==> src/cha_pkg.sv <==
// ----------------------------------------------------------------------------
// cha_pkg: shared constants for the compass heading unit
// Widths, the CORDIC angle table and the output scaling constants.
// ----------------------------------------------------------------------------
package cha_pkg;

  localparam int CORDIC_STEPS  = 16;
  localparam int ANG_TABLE_LEN = 24;
  localparam int N_STEPS       = (CORDIC_STEPS > ANG_TABLE_LEN) ? ANG_TABLE_LEN
                                                                : CORDIC_STEPS;
  // Input stage, one stage per micro-rotation, angle fix stage, output stage.
  localparam int NSTG   = N_STEPS + 3;

  localparam int IN_W   = 16;
  localparam int FRAC_W = 16;
  localparam int DW     = 37;
  localparam int AW     = 31;
  localparam int FX_W   = 30;
  localparam int RND_SH = 14;
  localparam int RND_W  = FX_W + 1 - RND_SH;
  localparam int OUT_W  = 15;

  localparam logic signed [AW-1:0] DEG180     = 31'sd188743680;
  localparam logic signed [AW-1:0] DEG360     = 31'sd377487360;
  localparam logic        [FX_W:0] ROUND_HALF = 31'd8192;
  localparam logic       [RND_W-1:0] OUT_FULL = 17'd23040;
  localparam logic       [OUT_W-1:0] OUT_HALF = 15'd11520;

  // atan(2^-i) in degrees, scaled by 2^20 and rounded to nearest.
  function automatic logic signed [AW-1:0] atan_tab(input int unsigned idx);
    logic signed [AW-1:0] v;
    case (idx)
      0:  v = 31'sd47185920;
      1:  v = 31'sd27855475;
      2:  v = 31'sd14718068;
      3:  v = 31'sd7471121;
      4:  v = 31'sd3750058;
      5:  v = 31'sd1876857;
      6:  v = 31'sd938658;
      7:  v = 31'sd469357;
      8:  v = 31'sd234682;
      9:  v = 31'sd117342;
      10: v = 31'sd58671;
      11: v = 31'sd29335;
      12: v = 31'sd14668;
      13: v = 31'sd7334;
      14: v = 31'sd3667;
      15: v = 31'sd1833;
      16: v = 31'sd917;
      17: v = 31'sd458;
      18: v = 31'sd229;
      19: v = 31'sd115;
      20: v = 31'sd57;
      21: v = 31'sd29;
      22: v = 31'sd14;
      23: v = 31'sd7;
      default: v = '0;
    endcase
    return v;
  endfunction

endpackage

==> src/cha_in_if.sv <==
// ----------------------------------------------------------------------------
// cha_in_if: field vector request channel
// Valid/ready channel carrying one signed x/y magnetometer vector.
// ----------------------------------------------------------------------------
interface cha_in_if;
  logic                            valid;
  logic                            ready;
  logic signed [cha_pkg::IN_W-1:0] vec_x;
  logic signed [cha_pkg::IN_W-1:0] vec_y;

  modport source (output valid, output vec_x, output vec_y, input ready);
  modport sink   (input valid, input vec_x, input vec_y, output ready);
endinterface

==> src/cha_out_if.sv <==
// ----------------------------------------------------------------------------
// cha_out_if: heading result channel
// Valid/ready channel carrying one heading in 1/64 degree units.
// ----------------------------------------------------------------------------
interface cha_out_if;
  logic                      valid;
  logic                      ready;
  logic [cha_pkg::OUT_W-1:0] heading_deg;

  modport source (output valid, output heading_deg, input ready);
  modport sink   (input valid, input heading_deg, output ready);
endinterface

==> src/compass_heading_atan2_unit.sv <==
// ----------------------------------------------------------------------------
// compass_heading_atan2_unit: four-quadrant heading by CORDIC vectoring
// Converts a field vector into a heading in [0, 360) degrees, 1/64 degree LSB.
// ----------------------------------------------------------------------------
//  Channel   Direction  Payload                      Handshake
//  in_ch     sink       vec_x[15:0], vec_y[15:0]     valid/ready
//  out_ch    source     heading_deg[14:0]            valid/ready
//
//  One request is accepted per cycle unless the output stalls. A request
//  passes input, one stage per micro-rotation, angle fix and output stages.
//  Reset clears every stage valid bit; no result is pending after reset.
//  Each stage holds its item while the next one is full and stalled, and an
//  empty stage takes new data, so bubbles collapse under output back-pressure.
// ----------------------------------------------------------------------------
module compass_heading_atan2_unit (
  input  logic       clk,
  input  logic       rst_n,
  cha_in_if.sink     in_ch,
  cha_out_if.source  out_ch
);

  localparam int NS   = cha_pkg::N_STEPS;
  localparam int NSTG = cha_pkg::NSTG;
  localparam int DW   = cha_pkg::DW;
  localparam int AW   = cha_pkg::AW;
  localparam int FIX  = NS + 1;
  localparam int LAST = NSTG - 1;

  logic [NSTG-1:0] vld_r;
  logic [NSTG:0]   rdy;
  logic [NSTG-1:0] ld;

  logic signed [DW-1:0] x_r   [NS+1];
  logic signed [DW-1:0] y_r   [NS+1];
  logic signed [AW-1:0] ang_r [NS+1];
  logic signed [DW-1:0] x_nxt [NS+1];
  logic signed [DW-1:0] y_nxt [NS+1];
  logic signed [AW-1:0] ang_nxt [NS+1];
  logic [FIX:0]         spc_r;
  logic [FIX:0]         neg_r;

  logic [cha_pkg::FX_W-1:0]  fx_r;
  logic [cha_pkg::FX_W-1:0]  fx_nxt;
  logic [cha_pkg::OUT_W-1:0] hd_r;
  logic [cha_pkg::OUT_W-1:0] hd_nxt;

  logic signed [DW-1:0]      in_xs;
  logic signed [DW-1:0]      in_ys;
  logic [cha_pkg::FX_W:0]    rsum;
  logic [cha_pkg::RND_W-1:0] rnd;
  logic [cha_pkg::RND_W-1:0] rwrap;

  always_comb begin
    rdy[NSTG] = out_ch.ready;
    for (int k = NSTG - 1; k >= 0; k--) begin
      rdy[k] = !vld_r[k] || rdy[k+1];
    end
    ld[0] = rdy[0] && in_ch.valid;
    for (int k = 1; k < NSTG; k++) begin
      ld[k] = rdy[k] && vld_r[k-1];
    end
  end

  always_comb begin
    in_xs = {{(DW - cha_pkg::IN_W - cha_pkg::FRAC_W){in_ch.vec_x[cha_pkg::IN_W-1]}},
             in_ch.vec_x, {cha_pkg::FRAC_W{1'b0}}};
    in_ys = {{(DW - cha_pkg::IN_W - cha_pkg::FRAC_W){in_ch.vec_y[cha_pkg::IN_W-1]}},
             in_ch.vec_y, {cha_pkg::FRAC_W{1'b0}}};
    if (in_ch.vec_x[cha_pkg::IN_W-1]) begin
      x_nxt[0]   = -in_xs;
      y_nxt[0]   = -in_ys;
      ang_nxt[0] = cha_pkg::DEG180;
    end else begin
      x_nxt[0]   = in_xs;
      y_nxt[0]   = in_ys;
      ang_nxt[0] = '0;
    end
    for (int k = 1; k <= NS; k++) begin
      if (!y_r[k-1][DW-1]) begin
        x_nxt[k]   = x_r[k-1] + (y_r[k-1] >>> (k - 1));
        y_nxt[k]   = y_r[k-1] - (x_r[k-1] >>> (k - 1));
        ang_nxt[k] = ang_r[k-1] + cha_pkg::atan_tab(k - 1);
      end else begin
        x_nxt[k]   = x_r[k-1] - (y_r[k-1] >>> (k - 1));
        y_nxt[k]   = y_r[k-1] + (x_r[k-1] >>> (k - 1));
        ang_nxt[k] = ang_r[k-1] - cha_pkg::atan_tab(k - 1);
      end
    end
  end

  // A negative angle is brought into the upper half of the circle.
  always_comb begin
    if (ang_r[NS][AW-1]) begin
      fx_nxt = cha_pkg::FX_W'(ang_r[NS] + cha_pkg::DEG360);
    end else begin
      fx_nxt = cha_pkg::FX_W'(ang_r[NS]);
    end
  end

  always_comb begin
    rsum  = {1'b0, fx_r} + cha_pkg::ROUND_HALF;
    rnd   = rsum[cha_pkg::FX_W:cha_pkg::RND_SH];
    rwrap = (rnd >= cha_pkg::OUT_FULL) ? (rnd - cha_pkg::OUT_FULL) : rnd;
    if (spc_r[FIX]) begin
      hd_nxt = neg_r[FIX] ? cha_pkg::OUT_HALF : '0;
    end else begin
      hd_nxt = cha_pkg::OUT_W'(rwrap);
    end
  end

  always_ff @(posedge clk) begin
    if (!rst_n) begin
      vld_r <= '0;
    end else begin
      vld_r[0] <= rdy[0] ? in_ch.valid : vld_r[0];
      for (int k = 1; k < NSTG; k++) begin
        vld_r[k] <= rdy[k] ? vld_r[k-1] : vld_r[k];
      end
    end
  end

  always_ff @(posedge clk) begin
    if (ld[0]) begin
      x_r[0]   <= x_nxt[0];
      y_r[0]   <= y_nxt[0];
      ang_r[0] <= ang_nxt[0];
      spc_r[0] <= (in_ch.vec_y == '0);
      neg_r[0] <= in_ch.vec_x[cha_pkg::IN_W-1];
    end
    for (int k = 1; k <= NS; k++) begin
      if (ld[k]) begin
        x_r[k]   <= x_nxt[k];
        y_r[k]   <= y_nxt[k];
        ang_r[k] <= ang_nxt[k];
        spc_r[k] <= spc_r[k-1];
        neg_r[k] <= neg_r[k-1];
      end
    end
    if (ld[FIX]) begin
      fx_r       <= fx_nxt;
      spc_r[FIX] <= spc_r[NS];
      neg_r[FIX] <= neg_r[NS];
    end
    if (ld[LAST]) begin
      hd_r <= hd_nxt;
    end
  end

  assign in_ch.ready        = rdy[0];
  assign out_ch.valid       = vld_r[LAST];
  assign out_ch.heading_deg = hd_r;

`ifndef NO_ASSERTIONS
  a_range: assert property (@(posedge clk) disable iff (!rst_n)
    vld_r[LAST] |-> (hd_r < cha_pkg::OUT_W'(cha_pkg::OUT_FULL)))
    else $error("heading out of range");

  a_axis: assert property (@(posedge clk) disable iff (!rst_n)
    (ld[LAST] && spc_r[FIX]) |=>
      (hd_r == '0 || hd_r == cha_pkg::OUT_HALF))
    else $error("x-axis request did not give 0 or 180 degrees");

  a_full: assert property (@(posedge clk) disable iff (!rst_n)
    !in_ch.ready |-> (&vld_r))
    else $error("input stalled while the pipeline has a bubble");

  a_hold: assert property (@(posedge clk) disable iff (!rst_n)
    (vld_r[FIX] && !rdy[FIX]) |=> (vld_r[FIX] && $stable(fx_r)))
    else $error("stalled stage lost or changed its data");
`endif

endmodule

==> src/flat_wrapper.sv <==
// flat-port wrapper written by rule: the top's interface ports become plain ports
module compass_heading_atan2_unit_flat 
  (clk, rst_n, in_ch_valid, in_ch_vec_x, in_ch_vec_y, in_ch_ready, out_ch_valid, out_ch_heading_deg, out_ch_ready);
  cha_in_if in_ch_i ();
  cha_out_if out_ch_i ();
  input  logic clk;
  input  logic rst_n;
  input wire logic [$bits(in_ch_i.valid)-1:0] in_ch_valid;
  input wire logic [$bits(in_ch_i.vec_x)-1:0] in_ch_vec_x;
  input wire logic [$bits(in_ch_i.vec_y)-1:0] in_ch_vec_y;
  output wire logic [$bits(in_ch_i.ready)-1:0] in_ch_ready;
  output wire logic [$bits(out_ch_i.valid)-1:0] out_ch_valid;
  output wire logic [$bits(out_ch_i.heading_deg)-1:0] out_ch_heading_deg;
  input wire logic [$bits(out_ch_i.ready)-1:0] out_ch_ready;
  assign in_ch_i.valid = in_ch_valid;
  assign in_ch_i.vec_x = in_ch_vec_x;
  assign in_ch_i.vec_y = in_ch_vec_y;
  assign in_ch_ready = in_ch_i.ready;
  assign out_ch_valid = out_ch_i.valid;
  assign out_ch_heading_deg = out_ch_i.heading_deg;
  assign out_ch_i.ready = out_ch_ready;
  compass_heading_atan2_unit u_core (.clk(clk), .rst_n(rst_n), .in_ch(in_ch_i), .out_ch(out_ch_i));
endmodule
==> config.mk <==
export PLATFORM = sky130hd
export DESIGN_NAME = compass_heading_atan2_unit_flat
export DESIGN_NICKNAME = d
export VERILOG_FILES = /design/src/cha_pkg.sv /design/src/cha_in_if.sv /design/src/cha_out_if.sv /design/src/compass_heading_atan2_unit.sv /design/src/flat_wrapper.sv
export SDC_FILE = /design/constraint.sdc
export NUM_CORES = 2
export LEC_CHECK = 0
export BUFFER_PORTS_ARGS = -buffer_cell sky130_fd_sc_hd__buf_2
export CORE_MARGIN = 4
export CORE_UTILIZATION = 30
export DETAILED_ROUTE_END_ITERATION = 8
export GPL_ROUTABILITY_DRIVEN = 0
export PLACE_DENSITY = 0.5
export SYNTH_ARGS = -nofsm -noshare
export SYNTH_HDL_FRONTEND = slang
export SYNTH_SLANG_ARGS = --single-unit
==> constraint.sdc <==
create_clock -name clk -period 20.6 [get_ports clk]
set_input_delay 4.12 -clock clk [delete_from_list [all_inputs] [get_ports clk]]
set_output_delay 4.12 -clock clk [all_outputs]
set_load 0.005 [all_outputs]
==> flow_metrics.env <==
export IMPL_status="complete, no violations"
export IMPL_synth_cell_types=112
export IMPL_finalHoldViolCount=0
export IMPL_core_sq_um=400000
export IMPL_final_cell_mix="1431 x edfxtp_1, 1351 x ha_1, 1289 x a21oi_1"
export IMPL_cts_sinks=1450
export IMPL_grt_ovfl_total=0
export IMPL_p_leak_nw=52.0
export IMPL_grt_setup_unrepaired="false"
export IMPL_cts_repair_resized=0
export IMPL_post_route_util_pct=33.3
export IMPL_wl_per_cell_um=17.3
export IMPL_clk_latency_ns=0.90
export IMPL_power_density_nw_per_um2=53.6
export IMPL_cts_made_buffers=179
export IMPL_tightest_slew_ns=1.20
export IMPL_tns_ns=0
export IMPL_drc=0
export IMPL_tritoncts="built"
export IMPL_syn_avg_cell_area_sq_um=9.53
export IMPL_period_needed_ns=12.81
export IMPL_yosysSeqAreaShare_pct=36.0
export IMPL_synth_async_sr_flop_share_pct=0
export IMPL_worstSetupStartpoint="out_ch_ready"
export IMPL_yosys_area_top_type="edfxtp_1"
export IMPL_cp_cell_sequence="buf_2 > and4b_1 > and3_1 > and2_1 > and4_1 > buf_4 > and3_1 > and2_1 > and3_1 > and2_1 > and3_1 > nand3_1 > buf_2"
export IMPL_hold_class="reg -> reg"
export IMPL_detailed_place_hpwl_um=252000
export IMPL_cp_slowest_cell="and3_1"
export IMPL_vias_per_cell=5.03
export IMPL_cts_root_buf="clkbuf_16"
export IMPL_synth_main_ff_cell="edfxtp_1"
export IMPL_syn_area_sq_um=120000
export IMPL_fillCellCount=41100
export IMPL_worstSetupPathDepth=13
export IMPL_critPathCaptureType="output pin"
export IMPL_dp_cells=17800
export IMPL_slew_headroom_pct=19.4
export IMPL_antenna_found_initial=6
export IMPL_period_share_pct=62.2
export IMPL_timing_rr_start="u_core.y_r[0][307]"
export IMPL_grt_pass1_wl_um=491000
export IMPL_final_common_cell="edfxtp_1"
export IMPL_ctsHoldBuffers=0
export IMPL_die_area_sq_um=412000
export IMPL_maxCapViolCount=0
export IMPL_cts_max_path_buffers=4
export IMPL_grt_max_degree=86
export IMPL_critPathLaunchType="primary input"
export IMPL_rr_endpoint="u_core.x_r[0][368]"
export IMPL_path_clk_slew_ns=0.06
export IMPL_skew_ns=0.0799
export IMPL_cp_data_required_time_ns=16.48
export IMPL_drt_iter0_drc=5246
export IMPL_max_freq_mhz=78.1
export IMPL_worst_r2r_path_depth=21
export IMPL_finalMaxSlewViolations=0
export IMPL_path_delay_family="simple AND/OR/NAND/NOR gates"
export IMPL_via_count=91400
export IMPL_io_buffers=52
export IMPL_crit_top_cell="and3_1"
export IMPL_io_pins=53
export IMPL_fp_dieH_um=642
export IMPL_reg2reg_setup_slack_ns=14.67
export IMPL_post_layout_nonfiller_instances=18200
export IMPL_syn_instance_count=12600
export IMPL_ys_warn_count=0
export IMPL_routed_wl_um=314000
export IMPL_drive_gt1_share_pct=4.49
export IMPL_firstDrtPassIters=8
export IMPL_worstPathBufferInverterCount=3
export IMPL_ant_nets=0
export IMPL_cp_arrival_ns=8.69
export IMPL_critical_path_max_stage_delay_ns=0.61
export IMPL_netlist_area_leader_share_pct=35.7
export IMPL_postCtsSetupBuffers=0
export IMPL_grt_pass1_vias=87600
export IMPL_crit_type="in -> out"
export IMPL_ys_top_cells_by_area="edfxtp_1 36%, ha_1 14%, xnor2_1 8.3%"
export IMPL_synth_seq_cells=1450
export IMPL_synth_edf_count=1431
export IMPL_die_x_um=642
export IMPL_cp_endpoint="in_ch_ready"
export IMPL_finalSetupViolCount=0
export IMPL_worstPathMaxFanout=7
export IMPL_ir_drop_v=0.0000603
export IMPL_track_usage_pct=14.8
export IMPL_initial_core_util_pct=30.1
export IMPL_row_count=232
export IMPL_fin_nets=14200
export IMPL_syn_to_final_growth_pct=10.5
export IMPL_htreeDepth=4
stage by stage:
stage | hold WS, ns | setup slack, ns | power (mW) | instance area [sq um]
2_1_floorplan | 0.400 | 6.97 | 3.89 | 120000
3_3_place_gp | 0.402 | 7.67 | 4.05 | 127000
3_5_place_dp | 0.405 | 7.75 | 4.05 | 127000
4_1_cts | 0.415 | 7.71 | 7.27 | 133000
5_1_grt | 0.419 | 7.47 | 7.46 | 133000
6_report | 0.413 | 7.79 | 7.13 | 133000
sequential cells by signal, indices dropped and copies added (netlist names):
name	cells
u_core.x_r	463
u_core.neg_r	17
u_core.vld_r	19
u_core.ang_r	427
u_core.fx_r	17
u_core.out_ch.heading_deg	15
u_core.spc_r	18
u_core.y_r	474
cells in the mapped netlist (19+ instances only):
| master | n |
|---|---|
| and4_1 | 31 |
| buf_1 | 24 |
| a21boi_0 | 62 |
| nand4_1 | 87 |
| a211oi_1 | 96 |
| mux2i_1 | 32 |
| mux2_2 | 36 |
| nand2_1 | 662 |
| fa_1 | 36 |
| xor2_1 | 624 |
| nor2b_1 | 215 |
| a2111oi_0 | 27 |
| xnor2_1 | 1147 |
| a31o_2 | 32 |
| a31oi_1 | 151 |
| a221oi_1 | 19 |
| nand2b_1 | 207 |
| o31ai_1 | 65 |
| clkbuf_1 | 164 |
| a211o_1 | 31 |
| o2111ai_1 | 20 |
| nor3b_1 | 39 |
| a41oi_1 | 26 |
| and2_1 | 87 |
| o21a_1 | 214 |
| o31a_1 | 25 |
| ha_1 | 1351 |
| nor3_1 | 357 |
| nand3_1 | 211 |
| o21bai_1 | 149 |
| dfxtp_1 | 19 |
| or2_2 | 54 |
| and3_1 | 117 |
| inv_1 | 522 |
| o21ai_0 | 575 |
| nor2_1 | 1278 |
| or3_1 | 91 |
| a21o_1 | 521 |
| or4_1 | 51 |
| a21oi_1 | 1289 |
| edfxtp_1 | 1431 |
| nor4_1 | 83 |
| o41ai_1 | 54 |
| o211ai_1 | 59 |
per-layer routing:
layer / part of all wire (%) / global-route usage (%) / up-vias / wire (um)
met4: 3.2 / 4.56 / 0 / 10000
met2: 50 / 26.8 / 1236 / 156000
met3: 2.9 / 1.45 / 420 / 8940
met5: 0 / 0 / - / 0
li1: - / - / 46900 / -
met1: 44 / 18.3 / 42800 / 138000
kinds of logic (layout without fill, tap and decap cells):
logic type	Yosys count	after routing	share of synthesized area, %
flops	1450	1450	36.0
xor+xnor	1771	1771	12.9
compound gates	3602	3602	19.0
mux	68	68	0.603
other cells	1	13	0.00311
simple gates	3637	3637	14.6
fa+ha+maj	1387	1387	14.6
buf+inv	722	965	2.26
power by group:
part | internal [mW] | switching [mW]
sequential | 3.29 | 0.0426
clock | 1.82 | 1.33
combinational | 0.290 | 0.370
total | 5.39 | 1.74
area by class of cell:
class	instances	area [sq um]	area share, %
tap	5265	6590	4.95
timing repair buffer	113	718	0.540
clock buffer	207	4670	3.51
multi-input combinational	10500	74500	56.0
inverter	528	1980	1.49
sequential	1450	43400	32.6
antenna	8	20.0	0.0150
clock inverter	117	1190	0.893
worst register-to-register path: cells and delay by family (launching register included):
kind	cells	cell delay, ns
AND/OR/NAND/NOR	10	2.63
adder cells (fa/ha/maj)	1	0.37
AO/OA/AOI/OAI	6	1.61
XOR/XNOR	2	0.24
buffers and inverters	2	0.36
flip-flops	1	0.48
worst min path at each step:
| stage | start | to | slack (ns) | cells past startpoint |
|---|---|---|---|---|
| after floorplan | u_core.ang_r[0][373] | u_core.ang_r[0][404] | 0.40 | 0 |
| after global placement | u_core.ang_r[0][510] | u_core.fx_r[14] | 0.40 | 0 |
| after detailed placement | u_core.spc_r[13] | u_core.spc_r[14] | 0.40 | 0 |
| after CTS | u_core.neg_r[14] | u_core.neg_r[15] | 0.41 | 0 |
| after global routing | u_core.spc_r[13] | u_core.spc_r[14] | 0.42 | 0 |
| final | u_core.neg_r[14] | u_core.neg_r[15] | 0.41 | 0 |
No activity file was read; power rests on OpenSTA's default activity.
